**src/sstk_pkg.sv**
```systemverilog
// shared types and codes for the searchable stack
// operation and status codes, controller/datapath command and status structs
package sstk_pkg;

  typedef enum logic [1:0] {
    OP_PUSH  = 2'd0,
    OP_POP   = 2'd1,
    OP_FIRST = 2'd2,
    OP_LAST  = 2'd3
  } op_e;

  typedef enum logic [1:0] {
    RES_OK        = 2'd0,
    RES_OVERFLOW  = 2'd1,
    RES_UNDERFLOW = 2'd2
  } res_e;

  localparam logic [8:0] MATCH_NONE = 9'h1FF;

  // controller to datapath
  typedef struct packed {
    logic load;    // capture the incoming item
    logic exec;    // run push, pop or scan setup
    logic scan;    // scan step: issue a read, compare the last one
    logic finish;  // move the result into the output register
  } ctrl_cmd_t;

  // datapath to controller
  typedef struct packed {
    logic need_scan;  // search on a non-empty stack
    logic scan_end;   // match found or last entry compared
    logic out_free;   // output register can take a result
  } dp_stat_t;

endpackage

```
**src/sstk_ctrl.sv**
```systemverilog
// sequencing controller for the searchable stack
// depends on sstk_pkg for command and status structs
module sstk_ctrl import sstk_pkg::*; (
  input  logic       clk_i,
  input  logic       rst_ni,
  input  logic       in_valid_i,
  output logic       in_stall_o,
  input  dp_stat_t   stat_i,
  output ctrl_cmd_t  cmd_o
);

  typedef enum logic [3:0] {
    ST_IDLE   = 4'b0001,
    ST_EXEC   = 4'b0010,
    ST_SCAN   = 4'b0100,
    ST_FINISH = 4'b1000
  } state_e;

  state_e state_q, state_d;

  assign in_stall_o = (state_q != ST_IDLE);

  always_comb begin
    state_d = state_q;
    cmd_o   = '0;
    unique case (state_q)
      ST_IDLE: begin
        if (in_valid_i) begin
          cmd_o.load = 1'b1;
          state_d    = ST_EXEC;
        end
      end
      ST_EXEC: begin
        cmd_o.exec = 1'b1;
        state_d    = stat_i.need_scan ? ST_SCAN : ST_FINISH;
      end
      ST_SCAN: begin
        cmd_o.scan = 1'b1;
        if (stat_i.scan_end) begin
          state_d = ST_FINISH;
        end
      end
      ST_FINISH: begin
        if (stat_i.out_free) begin
          cmd_o.finish = 1'b1;
          state_d      = ST_IDLE;
        end
      end
      default: begin
        state_d = ST_IDLE;
      end
    endcase
  end

  always_ff @(posedge clk_i or negedge rst_ni) begin
    if (!rst_ni) begin
      state_q <= ST_IDLE;
    end else begin
      state_q <= state_d;
    end
  end

endmodule

```
**config.mk**
```make
export PLATFORM = sky130hd
export DESIGN_NAME = sstk_ctrl
export DESIGN_NICKNAME = d
export VERILOG_FILES = /design/src/sstk_pkg.sv /design/src/sstk_ctrl.sv
export SDC_FILE = /design/constraint.sdc
export NUM_CORES = 1
export LEC_CHECK = 0
export CAP_MARGIN = 20
export CORE_AREA = 2 2 39 41
export CTS_BUF_LIST = sky130_fd_sc_hd__clkbuf_4 sky130_fd_sc_hd__clkbuf_8 sky130_fd_sc_hd__clkbuf_16
export DETAILED_ROUTE_END_ITERATION = 16
export DIE_AREA = 0 0 41 43
export DONT_BUFFER_PORTS = 1
export RECOVER_POWER = 100
export SLEW_MARGIN = 20
export SYNTH_ARGS = -nofsm -noshare
export SYNTH_HDL_FRONTEND = slang
export SYNTH_SLANG_ARGS = --single-unit
```
**constraint.sdc**
```tcl
create_clock -name clk_i -period 2.9 [get_ports clk_i]
set_input_delay 0.58 -clock clk_i [delete_from_list [all_inputs] [get_ports clk_i]]
set_output_delay 0.58 -clock clk_i [all_outputs]
set_load 0.005 [all_outputs]
```
After elaboration in Yosys (flattened, before gate mapping)
Index checks and enable logic that the tools add are counted.
Widths: inputs -> output; s select.
{"block": "op_classes", "n_reduce_logical": 1, "muxes": 11, "eq_ne": 8}
{"cell": "$mux 4", "n": 4}
{"cell": "$pmux 4 s4", "n": 1}
{"cell": "$mux 1", "n": 6}
{"cell": "$ne 2x2->1 const B", "n": 3}
{"cell": "$eq 4x1->1 const B", "n": 1}
{"cell": "$eq 4x2->1 const B", "n": 1}
{"cell": "$eq 4x3->1 const B", "n": 1}
{"cell": "$eq 4x4->1 const B", "n": 1}
{"cell": "$ne 4x1->1 const B", "n": 1}
{"cell": "$reduce_and 3->1", "n": 1}
{"block": "word_totals", "output_inout_bits": 5, "in_bits": 6, "ff_bits": 4}

Longest topological paths before layout
{"block": "depth", "depth_word": 3, "depth_mapped": 4, "mapped_depth_nobuf": 3}

Least setup slack after synthesis
Ideal clock, no wire load.
{"block": "synth_path", "path_type": "reg2out", "from": "register state_q[0]", "to": "output port cmd_o[3] in the netlist's numbering", "n_path_buf": 1, "path_stages_with_launch": 3, "t_arrival_ps": 1023, "slack_ps": 1297, "path_cell_list": "dfstp_2 clkbuf_1 and4b_4"}
{"item": "start, declared", "line_no": "sstk_ctrl.sv:19", "rtl": "state_e state_q, state_d;"}
{"item": "start signal, assigned", "line_no": "sstk_ctrl.sv:59", "rtl": "state_q <= state_d;"}
{"item": "end, declared", "line_no": "sstk_ctrl.sv:9", "rtl": "output ctrl_cmd_t cmd_o"}

==> results.toml <==
[outcome]
status = "completed"

[yosys]
synth-seq-cells = 4
yosys_warnings = 0
syn_inst = 30
synth.avg_cell_area_sq_um = 9.47
synth_nets = 36
synth_cell_type_count = 22
syn_area_sq_um = 284
ys_seq_area_share_pct = 35.7

[detailed_routing]
drt_iter0_markers = 3
routed_via_density = 4.94
wl_per_cell_um = 13.1
routed_wl_um = 617
post-route-drc-count = 0
detail_route.first_pass.iterations = 3
antenna_left = 0
vias = 232

[setup_path]
reg2reg_depth = 3
crit_path_cell_trace = "nand2b_1 > nor4b_1"
crit_path_end = "cmd_o[0]"
regToRegSetupSlack_ns = 1.74
crit_path_start_kind = "flip-flop"
critPathMaxFanout = 8
startpoint = "state_q[2]$_DFFE_PN0P_"
critical_path_class = "flip-flop to output pin"
critPathMaxStageDelay_ns = 0.44
r2r-end = "state_q[0]$_DFFE_PN1P_"
rr_startpoint = "state_q[3]$_DFFE_PN0P_"
crit_slowest_cell = "dfrtp_1"
critPathArrivalTime_ns = 1.23
cp-end-kind = "output pin"
cp.required_ns = 2.32

[global_routing]
use_met2_pct = 12.2
grt_usage_pct = 9.48
grt-busiest-layer = "met2"
grt.overflow.total = 0
antenna_found_initial = 0
gr-usage-met1_pct = 11.1
grt_max_degree = 12
grt_pass1_wl_um = 1040
grt_pass1_vias = 224
use_met3_pct = 3.14

[die]
ioPinCount = 11
initial_core_util_pct = 20.5
die_y_um = 43
fp.dieArea_sq_um = 1760
rows = 14
die_width_um = 41
core_area_sq_um = 1380

[clock_network]
tritoncts = "done"
cts_setup_buffers = 0
clock_latency_ns = 0.24
cts_resized = 0
htree_num_levels = 1
cts-buffers-inserted = 3
postCtsHoldBufs = 0
cts_sinks = 4
path_clk_slew_ns = 0.05
cts-root-buf = "clkbuf_4"
cts.path.max_buffers = 2

[placed_design]
place_inst = 43
io_buffers = 0
place_hpwl_um = 486
dpl_cell_area_sq_um = 290
place_congestion = 0.710

[flow_run]
cap_viol_max_count = 0

[layout]
final-seq-area_sq_um = 101
largest_register = "state_q"
multiInputGateArea_sq_um = 151
final_common_cell = "nor2_1"
final_nets = 38
fin_area_sq_um = 307
fin_cells = 47
final_util_pct = 22.2
final_cell_mix = "nor2_1 (5), clkbuf_4 (4), dfrtp_1 (3)"
largest_reg_flops = 4
area_growth_pct = 7.93
n_antenna_cell = 0
n_fill_cell = 150
drive_gt1_share_pct = 22.6
top_regs = "state_q: 4 flops"

[sta]
hold_violations = 0
fin_crit_ns = 1.81
worst_slew_pin_slew_ns = 0.473
fmax_mhz = 552
finalSetupTns_ns = 0
maxSlewViolCount = 0
skew_ns = 0.0110
rsz0062_at_grt = "false"
setup-violations-final = 0
relSlewSlack_pct = 68.0
post-route-period-util_pct = 62.5

[pwr]
total_power_uw = 265
leakagePower_uw = 0.000118
max-vdd-ir-drop_v = 0.000254
power_density_nw_per_um2 = 864

[worst_hold_path]
hold_path_class = "input pin to asynchronous set/reset pin"
-- logic make-up (layout without fill, tap and decap cells) --
group / after synthesis / count (layout) / share of synthesized area (%)
muxes: 1 / 1 / 3.52
AOI/OAI and AO/OA: 5 / 5 / 14.1
DFF: 4 / 4 / 35.7
and+or+nand+nor: 16 / 16 / 40.5
buffers and inverters: 4 / 5 / 6.17
-- worst max-delay path: cells and delay by family, from the launching register on --
kind / cells / cell delay, ns
simple gates: 2 / 0.56
flops: 1 / 0.44
-- per-stage QoR --
stage          setup WS [ns]  hold slack [ns]
6_report                1.09           0.0320
5_1_grt                0.986           0.0163
4_1_cts                 1.05           0.0216
3_5_place_dp            1.30            0.285
3_3_place_gp            1.32            0.285
2_1_floorplan           1.30            0.284
-- synthesized netlist by cell type --
master,number,area [sq um]
nor2b_1,1,6.26
a221oi_1,1,8.76
and4b_2,1,11.3
dfstp_2,1,26.3
buf_2,2,10.0
and4b_4,1,13.8
a211oi_2,1,12.5
nor3_1,2,10.0
nor4b_1,1,8.76
mux2i_1,1,10.0
inv_1,1,3.75
a32oi_1,1,8.76
nand2b_1,2,12.5
and3b_1,1,8.76
dfrtp_1,3,75.1
nor2_1,4,15.0
clkbuf_1,1,3.75
nor4b_2,1,15.0
nand3b_1,1,7.51
o21ai_0,1,5.00
a21oi_1,1,5.00
nor2_2,1,6.26
-- routing by layer --
metal  wire length, um  up-vias
met5                 0        -
met4                 0        0
met3                64        0
met2               300        9
met1               253      111
li1                  -      112
-- power breakdown --
part	switching, uW	internal, uW
Combinational	30.2	38.9
Clock	25.3	61.1
Sequential	33.7	75.8
Total	89.2	176
-- final cells by class --
cell class,count,area share [%]
Multi-Input combinational cell,22,49.4
Clock buffer,4,9.80
Sequential cell,4,33.1
Tap cell,16,6.53
Inverter,1,1.22
-- worst min-delay path by stage --
stage / startpoint / end / cells past startpoint
floorplan: rst_ni / state_q[1]$_DFFE_PN0P_ / 0
global placement: rst_ni / state_q[3]$_DFFE_PN0P_ / 0
detailed placement: rst_ni / state_q[3]$_DFFE_PN0P_ / 0
CTS: rst_ni / state_q[3]$_DFFE_PN0P_ / 0
global route: rst_ni / state_q[1]$_DFFE_PN0P_ / 0
finish: rst_ni / state_q[1]$_DFFE_PN0P_ / 0
(Power assumes the default switching activity.)
